**src/rtl/ddo_pkg.sv**
```systemverilog
// Shared types, constants and helper functions for the differential-drive odometry block.
package ddo_pkg;

  // Field widths
  localparam int VEL_W  = 16;
  localparam int DT_W   = 16;
  localparam int POS_W  = 32;
  localparam int Q15_W  = 16;

  // Shared multiplier operand and product widths
  localparam int MUL_A_W = 44;
  localparam int MUL_B_W = 18;
  localparam int MUL_P_W = MUL_A_W + MUL_B_W;

  // CORDIC datapath widths (Q2.30 with headroom, angle with one guard bit)
  localparam int XY_W  = 34;
  localparam int ANG_W = 33;
  localparam int ATAN_W = 30;
  localparam int ATAN_IDX_W = 5;

  localparam int CORDIC_ITERATIONS_DEF = 16;

  localparam logic [15:0] INV_SEP_RESET = 16'd1422;

  // round(2^32 / (2*pi)), applied as two 15-bit halves
  localparam logic [29:0] TURN_SCALE = 30'd683565276;
  localparam logic [14:0] TURN_SCALE_LO = TURN_SCALE[14:0];
  localparam logic [14:0] TURN_SCALE_HI = TURN_SCALE[29:15];

  localparam logic signed [XY_W-1:0]  CORDIC_GAIN  = 34'sd652032874;
  localparam logic signed [ANG_W-1:0] QUARTER_TURN = 33'sd1073741824;
  localparam logic signed [ANG_W-1:0] HALF_TURN    = 33'sd2147483648;

  typedef struct packed {
    logic signed [VEL_W-1:0] left_wheel_vel;
    logic signed [VEL_W-1:0] right_wheel_vel;
    logic        [DT_W-1:0]  tick_dt;
  } in_item_t;

  typedef struct packed {
    logic signed [POS_W-1:0] pos_x;
    logic signed [POS_W-1:0] pos_y;
    logic signed [POS_W-1:0] heading;
    logic signed [Q15_W-1:0] quat_z;
    logic signed [Q15_W-1:0] quat_w;
    logic signed [VEL_W-1:0] linear_vel;
    logic signed [POS_W-1:0] angular_vel;
  } out_item_t;

  // CORDIC status and result toward the sequencer
  typedef struct packed {
    logic            valid;
    logic [XY_W-1:0] cos_v;
    logic [XY_W-1:0] sin_v;
  } cordic_res_t;

  // atan(2^-i) as a binary angle, 2^32 = one turn
  function automatic logic [ATAN_W-1:0] atan_entry(input logic [ATAN_IDX_W-1:0] idx);
    case (idx)
      5'd0:  return 30'h20000000;
      5'd1:  return 30'h12E4051E;
      5'd2:  return 30'h09FB385B;
      5'd3:  return 30'h051111D4;
      5'd4:  return 30'h028B0D43;
      5'd5:  return 30'h0145D7E1;
      5'd6:  return 30'h00A2F61E;
      5'd7:  return 30'h00517C55;
      5'd8:  return 30'h0028BE53;
      5'd9:  return 30'h00145F2F;
      5'd10: return 30'h000A2F98;
      5'd11: return 30'h000517CC;
      5'd12: return 30'h00028BE6;
      5'd13: return 30'h000145F3;
      5'd14: return 30'h0000A2FA;
      5'd15: return 30'h0000517D;
      5'd16: return 30'h000028BE;
      5'd17: return 30'h0000145F;
      5'd18: return 30'h00000A30;
      5'd19: return 30'h00000518;
      5'd20: return 30'h0000028C;
      5'd21: return 30'h00000146;
      5'd22: return 30'h000000A3;
      5'd23: return 30'h00000051;
      5'd24: return 30'h00000029;
      5'd25: return 30'h00000014;
      5'd26: return 30'h0000000A;
      5'd27: return 30'h00000005;
      5'd28: return 30'h00000003;
      5'd29: return 30'h00000001;
      default: return 30'h00000000;
    endcase
  endfunction

  // Q2.30 to Q1.15 with round-half-up and saturation
  function automatic logic [Q15_W-1:0] to_q15(input logic signed [XY_W-1:0] v);
    logic signed [XY_W-1:0] t;
    t = (v + 34'sd16384) >>> 15;
    if (t > 34'sd32767) return 16'h7FFF;
    if (t < -34'sd32768) return 16'h8000;
    return t[Q15_W-1:0];
  endfunction

  // Clamp a widened position sum to 32 bits
  function automatic logic [POS_W-1:0] sat_pos(input logic signed [POS_W+2:0] v);
    if (v > 35'sd2147483647) return 32'h7FFF_FFFF;
    if (v < -35'sd2147483648) return 32'h8000_0000;
    return v[POS_W-1:0];
  endfunction

endpackage

```
**src/rtl/ddo_mul.sv**
```systemverilog
// Shared signed multiplier with registered product.
module ddo_mul (
  input  logic                                 clk,
  input  logic signed [ddo_pkg::MUL_A_W-1:0]   mul_a,
  input  logic signed [ddo_pkg::MUL_B_W-1:0]   mul_b,
  output logic signed [ddo_pkg::MUL_P_W-1:0]   prod_r
);

  // Product is registered and lands in the cycle after the operands
  always_ff @(posedge clk) begin
    prod_r <= ddo_pkg::MUL_P_W'(mul_a) * ddo_pkg::MUL_P_W'(mul_b);
  end

endmodule

```
**src/rtl/ddo_cordic.sv**
```systemverilog
// Iterative rotation-mode CORDIC: one micro-rotation per cycle, gives Q2.30 cos and sin.
module ddo_cordic #(
  parameter int ITERATIONS = ddo_pkg::CORDIC_ITERATIONS_DEF
) (
  input  logic                      clk,
  input  logic                      rst_n,
  input  logic                      start,
  input  logic [31:0]               angle,
  output ddo_pkg::cordic_res_t      res
);

  localparam int ITER_W = $clog2(ITERATIONS + 1);

  logic                                busy_r;
  logic                                valid_r;
  logic                                neg_r;
  logic [ITER_W-1:0]                   cnt_r;
  logic signed [ddo_pkg::XY_W-1:0]     x_r;
  logic signed [ddo_pkg::XY_W-1:0]     y_r;
  logic signed [ddo_pkg::ANG_W-1:0]    z_r;

  logic signed [ddo_pkg::ANG_W-1:0]    a_ext;
  logic signed [ddo_pkg::ANG_W-1:0]    z_fold;
  logic                                neg_fold;
  logic signed [ddo_pkg::XY_W-1:0]     xs;
  logic signed [ddo_pkg::XY_W-1:0]     ys;
  logic signed [ddo_pkg::ANG_W-1:0]    atan_v;
  logic signed [ddo_pkg::XY_W-1:0]     x_nxt;
  logic signed [ddo_pkg::XY_W-1:0]     y_nxt;
  logic signed [ddo_pkg::ANG_W-1:0]    z_nxt;
  logic                                last_iter;

  // Fold the start angle into [-1/4, 1/4] turn; a half-turn negates both outputs
  always_comb begin
    a_ext    = ddo_pkg::ANG_W'(signed'(angle));
    z_fold   = a_ext;
    neg_fold = 1'b0;
    if (a_ext > ddo_pkg::QUARTER_TURN) begin
      z_fold   = a_ext - ddo_pkg::HALF_TURN;
      neg_fold = 1'b1;
    end else if (a_ext < -ddo_pkg::QUARTER_TURN) begin
      z_fold   = a_ext + ddo_pkg::HALF_TURN;
      neg_fold = 1'b1;
    end
  end

  // One micro-rotation
  always_comb begin
    xs     = x_r >>> cnt_r;
    ys     = y_r >>> cnt_r;
    atan_v = signed'({3'b000, ddo_pkg::atan_entry(ddo_pkg::ATAN_IDX_W'(cnt_r))});
    if (!z_r[ddo_pkg::ANG_W-1]) begin
      x_nxt = x_r - ys;
      y_nxt = y_r + xs;
      z_nxt = z_r - atan_v;
    end else begin
      x_nxt = x_r + ys;
      y_nxt = y_r - xs;
      z_nxt = z_r + atan_v;
    end
    last_iter = (cnt_r == ITER_W'(ITERATIONS - 1));
  end

  always_ff @(posedge clk) begin
    if (!rst_n) begin
      busy_r  <= 1'b0;
      valid_r <= 1'b0;
    end else if (start) begin
      busy_r  <= 1'b1;
      valid_r <= 1'b0;
      cnt_r   <= '0;
      x_r     <= ddo_pkg::CORDIC_GAIN;
      y_r     <= '0;
      z_r     <= z_fold;
      neg_r   <= neg_fold;
    end else if (busy_r) begin
      x_r   <= x_nxt;
      y_r   <= y_nxt;
      z_r   <= z_nxt;
      cnt_r <= cnt_r + 1'b1;
      if (last_iter) begin
        busy_r  <= 1'b0;
        valid_r <= 1'b1;
      end
    end
  end

  // Result holds until the next start
  assign res.valid = valid_r;
  assign res.cos_v = neg_r ? -x_r : x_r;
  assign res.sin_v = neg_r ? -y_r : y_r;

endmodule

```
**src/rtl/diff_drive_odometry_integrator.sv**
```systemverilog
// Throughput: one transaction at a time; in_stall stays high until the result is registered,
// set by two passes through the shared iterative CORDIC plus the shared multiplier steps.
// The output register lets the next input be taken while a result waits on out_stall.
// Reset (rst_n, synchronous): pose and heading cleared, inv_wheel_separation = 1422.
// Top level: sequencer driving one shared multiplier and one shared CORDIC unit.
module diff_drive_odometry_integrator #(
  parameter int CORDIC_ITERATIONS = ddo_pkg::CORDIC_ITERATIONS_DEF
) (
  input  logic                 clk,
  input  logic                 rst_n,
  input  logic                 in_valid,
  output logic                 in_stall,
  input  ddo_pkg::in_item_t    in_data,
  output logic                 out_valid,
  input  logic                 out_stall,
  output ddo_pkg::out_item_t   out_data,
  input  logic                 cfg_valid,
  output logic                 cfg_ready,
  input  logic [15:0]          cfg_data
);

  typedef enum logic [3:0] {
    S_IDLE, S_ANG, S_KLO, S_KHI, S_WB, S_DTH, S_HEAD, S_CWAIT,
    S_XS, S_XDT, S_YDT, S_YUPD, S_QWAIT
  } state_t;

  state_t                                   state_r;
  logic [15:0]                              inv_r;
  logic signed [ddo_pkg::POS_W-1:0]         x_r;
  logic signed [ddo_pkg::POS_W-1:0]         y_r;
  logic [ddo_pkg::POS_W-1:0]                yaw_r;
  ddo_pkg::in_item_t                        item_r;
  logic signed [ddo_pkg::VEL_W-1:0]         lin_r;
  logic signed [28:0]                       ang_r;
  logic signed [44:0]                       acc_r;
  logic signed [ddo_pkg::MUL_A_W-1:0]       wb_r;
  logic [ddo_pkg::POS_W-1:0]                dth_r;
  logic signed [35:0]                       px_r;
  logic signed [35:0]                       py_r;
  logic                                     out_valid_r;
  ddo_pkg::out_item_t                       out_data_r;

  logic signed [ddo_pkg::MUL_A_W-1:0]       mul_a;
  logic signed [ddo_pkg::MUL_B_W-1:0]       mul_b;
  logic signed [ddo_pkg::MUL_P_W-1:0]       prod_r;
  logic                                     cor_start;
  logic [31:0]                              cor_angle;
  ddo_pkg::cordic_res_t                     cor_res;

  logic signed [ddo_pkg::VEL_W:0]           sum17;
  logic signed [ddo_pkg::VEL_W:0]           diff17;
  logic signed [59:0]                       wb_sum;
  logic [ddo_pkg::POS_W-1:0]                yaw_sum;
  logic signed [33:0]                       step;
  logic signed [ddo_pkg::POS_W+2:0]         x_sum;
  logic signed [ddo_pkg::POS_W+2:0]         y_sum;
  logic                                     out_free;
  logic                                     out_load;

  ddo_mul u_mul (
    .clk    (clk),
    .mul_a  (mul_a),
    .mul_b  (mul_b),
    .prod_r (prod_r)
  );

  ddo_cordic #(
    .ITERATIONS (CORDIC_ITERATIONS)
  ) u_cordic (
    .clk   (clk),
    .rst_n (rst_n),
    .start (cor_start),
    .angle (cor_angle),
    .res   (cor_res)
  );

  // Datapath helpers
  always_comb begin
    sum17    = 17'(item_r.right_wheel_vel) + 17'(item_r.left_wheel_vel);
    diff17   = 17'(item_r.right_wheel_vel) - 17'(item_r.left_wheel_vel);
    wb_sum   = (60'(signed'(prod_r[44:0])) <<< 15) + 60'(acc_r);
    yaw_sum  = yaw_r + dth_r;
    step     = signed'(prod_r[61:28]);
    x_sum    = 35'(x_r) + 35'(step);
    y_sum    = 35'(y_r) + 35'(step);
    out_free = !out_valid_r || !out_stall;
    out_load = (state_r == S_QWAIT) && cor_res.valid && out_free;
  end

  // Operand select for the shared multiplier and CORDIC start
  always_comb begin
    mul_a     = '0;
    mul_b     = '0;
    cor_start = 1'b0;
    cor_angle = yaw_r;
    case (state_r)
      S_ANG: begin
        mul_a = 44'(diff17);
        mul_b = signed'({2'b00, inv_r});
      end
      S_KLO: begin
        mul_a     = 44'(signed'(prod_r[32:4]));
        mul_b     = signed'({3'b000, ddo_pkg::TURN_SCALE_LO});
        cor_start = 1'b1;
      end
      S_KHI: begin
        mul_a = 44'(ang_r);
        mul_b = signed'({3'b000, ddo_pkg::TURN_SCALE_HI});
      end
      S_DTH: begin
        mul_a = wb_r;
        mul_b = signed'({2'b00, item_r.tick_dt});
      end
      S_CWAIT: begin
        mul_a = 44'(signed'(cor_res.cos_v));
        mul_b = 18'(lin_r);
      end
      S_XS: begin
        mul_a = 44'(signed'(cor_res.sin_v));
        mul_b = 18'(lin_r);
      end
      S_XDT: begin
        mul_a = 44'(px_r);
        mul_b = signed'({2'b00, item_r.tick_dt});
      end
      S_YDT: begin
        mul_a = 44'(py_r);
        mul_b = signed'({2'b00, item_r.tick_dt});
      end
      S_YUPD: begin
        cor_start = 1'b1;
        cor_angle = 32'(signed'(yaw_sum) >>> 1);
      end
      default: begin
        mul_a = '0;
      end
    endcase
  end

  // Sequencer, pose state and output register
  always_ff @(posedge clk) begin
    if (!rst_n) begin
      state_r     <= S_IDLE;
      inv_r       <= ddo_pkg::INV_SEP_RESET;
      x_r         <= '0;
      y_r         <= '0;
      yaw_r       <= '0;
      out_valid_r <= 1'b0;
    end else begin
      if (cfg_valid) begin
        inv_r <= cfg_data;
      end
      if (out_load) begin
        out_valid_r <= 1'b1;
      end else if (out_valid_r && !out_stall) begin
        out_valid_r <= 1'b0;
      end
      case (state_r)
        S_IDLE: begin
          if (in_valid) begin
            item_r  <= in_data;
            state_r <= S_ANG;
          end
        end
        S_ANG: begin
          lin_r   <= sum17[ddo_pkg::VEL_W:1];
          state_r <= S_KLO;
        end
        S_KLO: begin
          ang_r   <= signed'(prod_r[32:4]);
          state_r <= S_KHI;
        end
        S_KHI: begin
          acc_r   <= signed'(prod_r[44:0]);
          state_r <= S_WB;
        end
        S_WB: begin
          wb_r    <= signed'(wb_sum[59:16]);
          state_r <= S_DTH;
        end
        S_DTH: begin
          state_r <= S_HEAD;
        end
        S_HEAD: begin
          dth_r   <= prod_r[47:16];
          state_r <= S_CWAIT;
        end
        S_CWAIT: begin
          if (cor_res.valid) begin
            state_r <= S_XS;
          end
        end
        S_XS: begin
          px_r    <= signed'(prod_r[49:14]);
          state_r <= S_XDT;
        end
        S_XDT: begin
          py_r    <= signed'(prod_r[49:14]);
          state_r <= S_YDT;
        end
        S_YDT: begin
          x_r     <= signed'(ddo_pkg::sat_pos(x_sum));
          state_r <= S_YUPD;
        end
        S_YUPD: begin
          y_r     <= signed'(ddo_pkg::sat_pos(y_sum));
          yaw_r   <= yaw_sum;
          state_r <= S_QWAIT;
        end
        S_QWAIT: begin
          if (out_load) begin
            out_data_r.pos_x        <= x_r;
            out_data_r.pos_y        <= y_r;
            out_data_r.heading      <= signed'(yaw_r);
            out_data_r.quat_z       <= signed'(ddo_pkg::to_q15(signed'(cor_res.sin_v)));
            out_data_r.quat_w       <= signed'(ddo_pkg::to_q15(signed'(cor_res.cos_v)));
            out_data_r.linear_vel   <= lin_r;
            out_data_r.angular_vel  <= 32'(ang_r);
            state_r                 <= S_IDLE;
          end
        end
        default: begin
          state_r <= S_IDLE;
        end
      endcase
    end
  end

  assign in_stall  = (state_r != S_IDLE);
  assign cfg_ready = 1'b1;
  assign out_valid = out_valid_r;
  assign out_data  = out_data_r;

endmodule
```
**config.mk**
```make
export PLATFORM = sky130hd
export DESIGN_NAME = diff_drive_odometry_integrator
export DESIGN_NICKNAME = d
export VERILOG_FILES = /design/src/rtl/ddo_pkg.sv /design/src/rtl/ddo_mul.sv /design/src/rtl/ddo_cordic.sv /design/src/rtl/diff_drive_odometry_integrator.sv
export SDC_FILE = /design/constraint.sdc
export NUM_CORES = 2
export LEC_CHECK = 0
export ABC_CLOCK_PERIOD_IN_PS = 10300
export BUFFER_PORTS_ARGS = -buffer_cell sky130_fd_sc_hd__clkbuf_2
export CORE_ASPECT_RATIO = 1.5
export CORE_MARGIN = 1.5
export CORE_UTILIZATION = 58
export DETAILED_ROUTE_END_ITERATION = 8
export PLACE_DENSITY = 0.78
export SETUP_SLACK_MARGIN = 0.05
export SLEW_MARGIN = 0
export SYNTH_ARGS = -nofsm -noshare
export SYNTH_HDL_FRONTEND = slang
export SYNTH_HIERARCHICAL = 1
export SYNTH_SLANG_ARGS = --single-unit
export TNS_END_PERCENT = 10
```
**constraint.sdc**
```tcl
create_clock -name clk -period 10.3 [get_ports clk]
set_input_delay 2.06 -clock clk [delete_from_list [all_inputs] [get_ports clk]]
set_output_delay 2.06 -clock clk [all_outputs]
set_load 0.1 [all_outputs]
```
; After elaboration in Yosys (flattened, before gate mapping)
; Memories as Yosys holds them, arrays and structs flattened. A register that Yosys moved wholly into a read port is not among the register bits.
; Index checks and enable logic that the tools add are counted.
[op_classes]
add_sub_neg = 19
mul = 1
n_lt_le_gt_ge = 10
eq_ne = 16
shift = 2
n_mux = 76
n_bitwise = 1
n_reduce_logical = 27
[op_table]
columns = cell, n
row1 = $pmux W44 S8, 1
row2 = $mux W32, 9
row3 = $mux W34, 6
row4 = $mux W33, 5
row5 = $mux W16, 8
row6 = $pmux W18 S5, 1
row7 = $add A32 B34 Y35, 2
row8 = $gt A35 B32 Y1 const B, 2
row9 = $lt A35 B32 Y1 const B, 2
row10 = $add A34 B16 Y34 const B, 2
row11 = $add A34 B34 Y34, 2
row12 = $neg A34 Y34, 2
row13 = $sshr A34 B5 Y34, 2
row14 = $sub A34 B34 Y34, 2
row15 = $mul A44 B18 Y62, 1
row16 = $add A60 B45 Y60, 1
row17 = $pmux W4 S13, 1
row18 = $mux W1, 39
row19 = $gt A19 B16 Y1 const B, 2
row20 = $lt A19 B16 Y1 const B, 2
row21 = $add A32 B33 Y33 const B, 1
row22 = $add A33 B31 Y33, 1
row23 = $sub A32 B33 Y33 const B, 1
row24 = $sub A33 B31 Y33, 1
row25 = other kinds (26), 56
[totals]
register_bits = 747
rom_bits = 960
elab_cells = 184
n_memories = 1
[mem_list]
columns = memory, words, word_bits, read_ports, rd_clocked_by_memory_dff, wr, line_no
row1 = (name not given), 32, 30, 1, 1, 0, ddo_pkg.sv:59  ; case (idx)

; Depth between registers and ports, before layout
[logic_depth]
word_depth = 14
mapped_depth = 41
depth_no_buf = 38

; Hierarchy
; The synthesis kept the hierarchy.
[by_module_without_submodules]
columns = mod, n_inst, cells_each, area_per_inst_um2, seq_area_each_um2
row1 = diff_drive_odometry_integrator, 1, 2688, 29395.7, 15675.0
row2 = ddo_mul, 1, 3197, 27999.4, 1241.2
row3 = ddo_cordic, 1, 2210, 18876.9, 3853.7

; Least setup slack after synthesis
; OpenSTA, ideal clock, no wires.
[synth_timing]
kind = input -> register
startpoint = input rst_n
endpoint = register out_data_r, in the netlist out_data[0] (enable)
setup_time_ps = 709
arrival_time_ps = 9876
required_time_ps = 9591
slack_ps = -285
stages = 4
n_path_buf = 2
cell_sequence = clkbuf_1 clkbuf_1 nand2_1 nor2_1
[synth_between]
elab_chain_cells = 1
[synth_lines]
columns = element, line_no
row1 = "start, declared", diff_drive_odometry_integrator.sv:10  ; input logic rst_n,
row2 = $reduce_and A3 Y1 (no source line), n/a
row3 = "end, declared", diff_drive_odometry_integrator.sv:41  ; ddo_pkg::out_item_t out_data_r;
; No other way between the ends.
; A chain may end at the register's enable or synchronous reset.

; Worst setup path in the final report
[layout_timing]
startpoint = register item_r[33] (netlist bit)
endpoint = register u_mul/prod_r[59] (netlist bit)
[layout_between]
elab_chain_cells = 3
[layout_lines]
columns = element, line_no
row1 = "start, declared", diff_drive_odometry_integrator.sv:32  ; ddo_pkg::in_item_t item_r;
row2 = "start signal, assigned", diff_drive_odometry_integrator.sv:161  ; item_r <= in_data;
row3 = $sub A16 B16 Y17, diff_drive_odometry_integrator.sv:80  ; diff17 = 17'(item_r.right_wheel_vel) - 17'(item_r.left_wheel_vel);
row4 = $pmux W44 S8, diff_drive_odometry_integrator.sv:96  ; case (state_r)
row5 = named net mul_a (one bit), diff_drive_odometry_integrator.sv:43  ; logic signed [ddo_pkg::MUL_A_W-1:0] mul_a;
row6 = $mul A44 B18 Y62, ddo_mul.sv:11  ; prod_r <= ddo_pkg::MUL_P_W'(mul_a) * ddo_pkg::MUL_P_W'(mul_b);
row7 = "end signal, assigned", ddo_mul.sv:11
row8 = "end, declared", ddo_mul.sv:6  ; output logic signed [ddo_pkg::MUL_P_W-1:0] prod_r
; The timed path passes the listed nets, and every way through them passes these cells.

==> key figures <==
Clock tree
  – Root Driver: clkbuf_16
  – Num Clock Sinks: 762
  – Worst-path clk slew: 0.07 ns
  – CTS HTree Levels: 3
  – Bufs on Longest Clock Path: 3
  – CTS tree: yes
  – Clock Latency Late Sink: 0.70 ns
  – Number of CTS-inserted buffers: 71

GRT
  – All-Layer GR Usage: 35.4%
  – Number of global-route vias before repair: 64185
  – GRT overflow: 0
  – Largest net degree at the start of global routing: 124
  – First-pass GRT wire length: 364000 µm
  – Antenna violations before repair: 4

Floorplan
  – Initial Utilization: 58.6%
  – Row cnt: 162
  – Die Ht: 447 µm
  – Core area: 0.130 mm²
  – Die Wd: 299 µm
  – IO Count: 248
  – Die area: 0.134 mm²

Timing
  – F_max: 0.101 GHz
  – Minimum clock period: 9.93 ns
  – Fin. max-slew vios: 0
  – # setup viols final: 0
  – Relative slew margins: 14.8%
  – Tcrit/Tclk final: 96.4%
  – Fin. Hold Viols: 0
  – Setup TNS: 0 ns
  – RSZ-0062 raised after global routing: yes
  – Worst slew pin tran: 1.28 ns
  – Setup Skew: 0.0524 ns

Synthesis
  – Cells after Synth: 8095
  – Synth Flop Type: edfxtp_1
  – Avg Cell Area, Syn: 9.42 µm²
  – FFs w/ async S/R, synth: 0%
  – Cell Area, Synth: 0.0763 mm²
  – Syn nets: 9351
  – Post-synth EDFFs: 551
  – Synth Warn #: 6
  – Synth Register Bits: 762
  – Synth top area cells: edfxtp_1 22%, fa_1 20%, ha_1 7.1%
  – Post-synth top area cell: edfxtp_1
  – Count of cell types in the netlist: 122
  – Yosys top cell area share: 21.7%
  – Sequential-to-total area share from yosys stat: 27.2%

Place
  – Gpl congestion: 1.01
  – Post-DP HPWL: 185000 µm
  – Port Buf Inserts: 246

Worst setup path
  – Most used cell, CP: fa_1
  – CP max-delay cell: fa_1
  – Worst Path Max Fanout: 9
  – Data arrival time of the worst path: 10.54 ns
  – Max incr delay on CP: 0.59 ns
  – Type of origin of the critical path: flop
  – Critical path class: flop to flop
  – CP required: 10.91 ns
  – Crit. End Element: flop

Routing
  – WL met2: 117000 µm
  – Max Used Layer: met5
  – Post-Route WL: 239000 µm
  – DR WL/cell: 23.9 µm
  – Vias: 62961
  – Vias per cell: 6.30
  – DRC Markers: 0
  – DRT met1 WL: 82000 µm
  – Initial DRC Count: 6598
  – Drt first pass iters: 9
  – Routed Antenna Nets: 0
  – DR WL met3: 18700 µm

Cells and area
  – Commonest cells after routing, fill and taps aside: 1033 x nand2_1, 1001 x inv_1, 754 x fa_1
  – Seq. cell area: 0.0208 mm²
  – Nets: 9463
  – Layout cells sized above 1: 10.5%
  – Fillers: 10598
  – Commonest non-fill, non-tap cell in the layout: nand2_1
  – Multi-input gate area: 0.0500 mm²
  – Layout area overhead: 7.79%

Worst hold path
  – Worst hold path class: flop to flop

Flow run
  – Max-Cap Viols: 0

Outcome
  – Status: finished clean
-- per-stage QoR --
step	hold slack, ns	setup slack, ns	instances	util [%]	instance area, µm²
6_report	0.433	0.370	9989	63.2	82200
4_1_cts	0.432	0.245	9986	63.2	82200
2_1_floorplan	0.417	0.820	8095	-	76300
5_1_grt	0.451	0.0210	9987	63.2	82200
3_5_place_dp	0.434	0.253	9856	61.4	79800
3_3_place_gp	0.425	0.343	9856	61.4	79800
-- cells in the mapped netlist, drive strengths merged, types with 31 or more instances --
| cell type | count |
|---|---|
| nor3 | 93 |
| o31ai | 40 |
| and2 | 253 |
| buf | 98 |
| nand3 | 100 |
| mux2 | 59 |
| a22oi | 66 |
| edfxtp | 551 |
| ha | 433 |
| xor2 | 182 |
| nand2 | 1034 |
| a21o | 162 |
| a222oi | 31 |
| a221oi | 32 |
| o211ai | 42 |
| nor4 | 33 |
| a21oi | 455 |
| nand4 | 62 |
| o21bai | 57 |
| inv | 1004 |
| nor2b | 52 |
| mux2i | 65 |
| or3 | 44 |
| o21a | 56 |
| and3 | 43 |
| a211oi | 58 |
| a31oi | 61 |
| xnor2 | 275 |
| nor2 | 404 |
| dfxtp | 211 |
| fa | 754 |
| nand2b | 94 |
| mux4 | 84 |
| o21ai | 400 |
| clkbuf | 353 |
-- critical path: cells and delay by family (launching register included) --
| kind | cells | cell delay [ns] |
|---|---|---|
| compound gates | 11 | 3.03 |
| flops | 1 | 0.42 |
| buf+inv | 7 | 0.89 |
| mux | 2 | 0.60 |
| fa+ha+maj | 8 | 3.66 |
| simple gates | 6 | 1.27 |
-- what timing repair did --
| action | CTS | global route |
|---|---|---|
| endpoints found under the setup margin | 0 | 9 |
| gates resized for setup | 0 | 3 |
| hold buffers | 0 | 0 |
| setup buffers | 0 | 0 |
-- final cells by class --
class                      count  share of cell area, %
multi-input combinational   5877                   60.8
sequential                   762                   25.3
inverter                    1005                   4.59
timing repair buffer         490                   3.83
tap                         1722                   2.62
clock buffer                  91                   2.39
clock inverter                39                  0.463
antenna                        3                0.00913
-- final timing paths --
kind / slack [ns] / to / depth (start not counted) / from
min: 0.43 / out_data[27] / 0 / ang_r[27]
max reg2reg: 0.37 / u_mul/prod_r[59] / 34 / item_r[33]
min reg2reg: 0.43 / out_data[27] / 0 / ang_r[27]
max: 0.37 / u_mul/prod_r[59] / 34 / item_r[33]
-- metal layers --
metal | vias up | global-route usage, %
met4 | 2 | 26.4
met2 | 3312 | 60.7
met1 | 30893 | 40.3
met3 | 993 | 5.02
li1 | 27761 | -
met5 | - | 0
-- flip-flops by register name (all words and copies together) (netlist names), 32 cells and up --
| register | count |
|---|---|
| wb_r | 44 |
| y_r | 32 |
| u_cordic/y_r | 34 |
| x_r | 32 |
| out_data | 173 |
| u_mul/prod_r | 62 |
| item_r | 48 |
| py_r | 36 |
| dth_r | 32 |
| u_cordic/x_r | 34 |
| u_cordic/z_r | 33 |
| yaw_r | 32 |
| px_r | 36 |
-- cell families after synthesis --
group / share of synthesized area [%]
compound gates: 14.5
xor+xnor: 5.25
fa+ha+maj: 26.9
buf+inv: 7.44
flops: 27.2
mux: 4.21
other cells: 0.00492
simple gates: 14.5
Power is left out: the tool's default activity adds up to more than one toggle a clock period on the data nets, which glitch-free logic cannot reach.
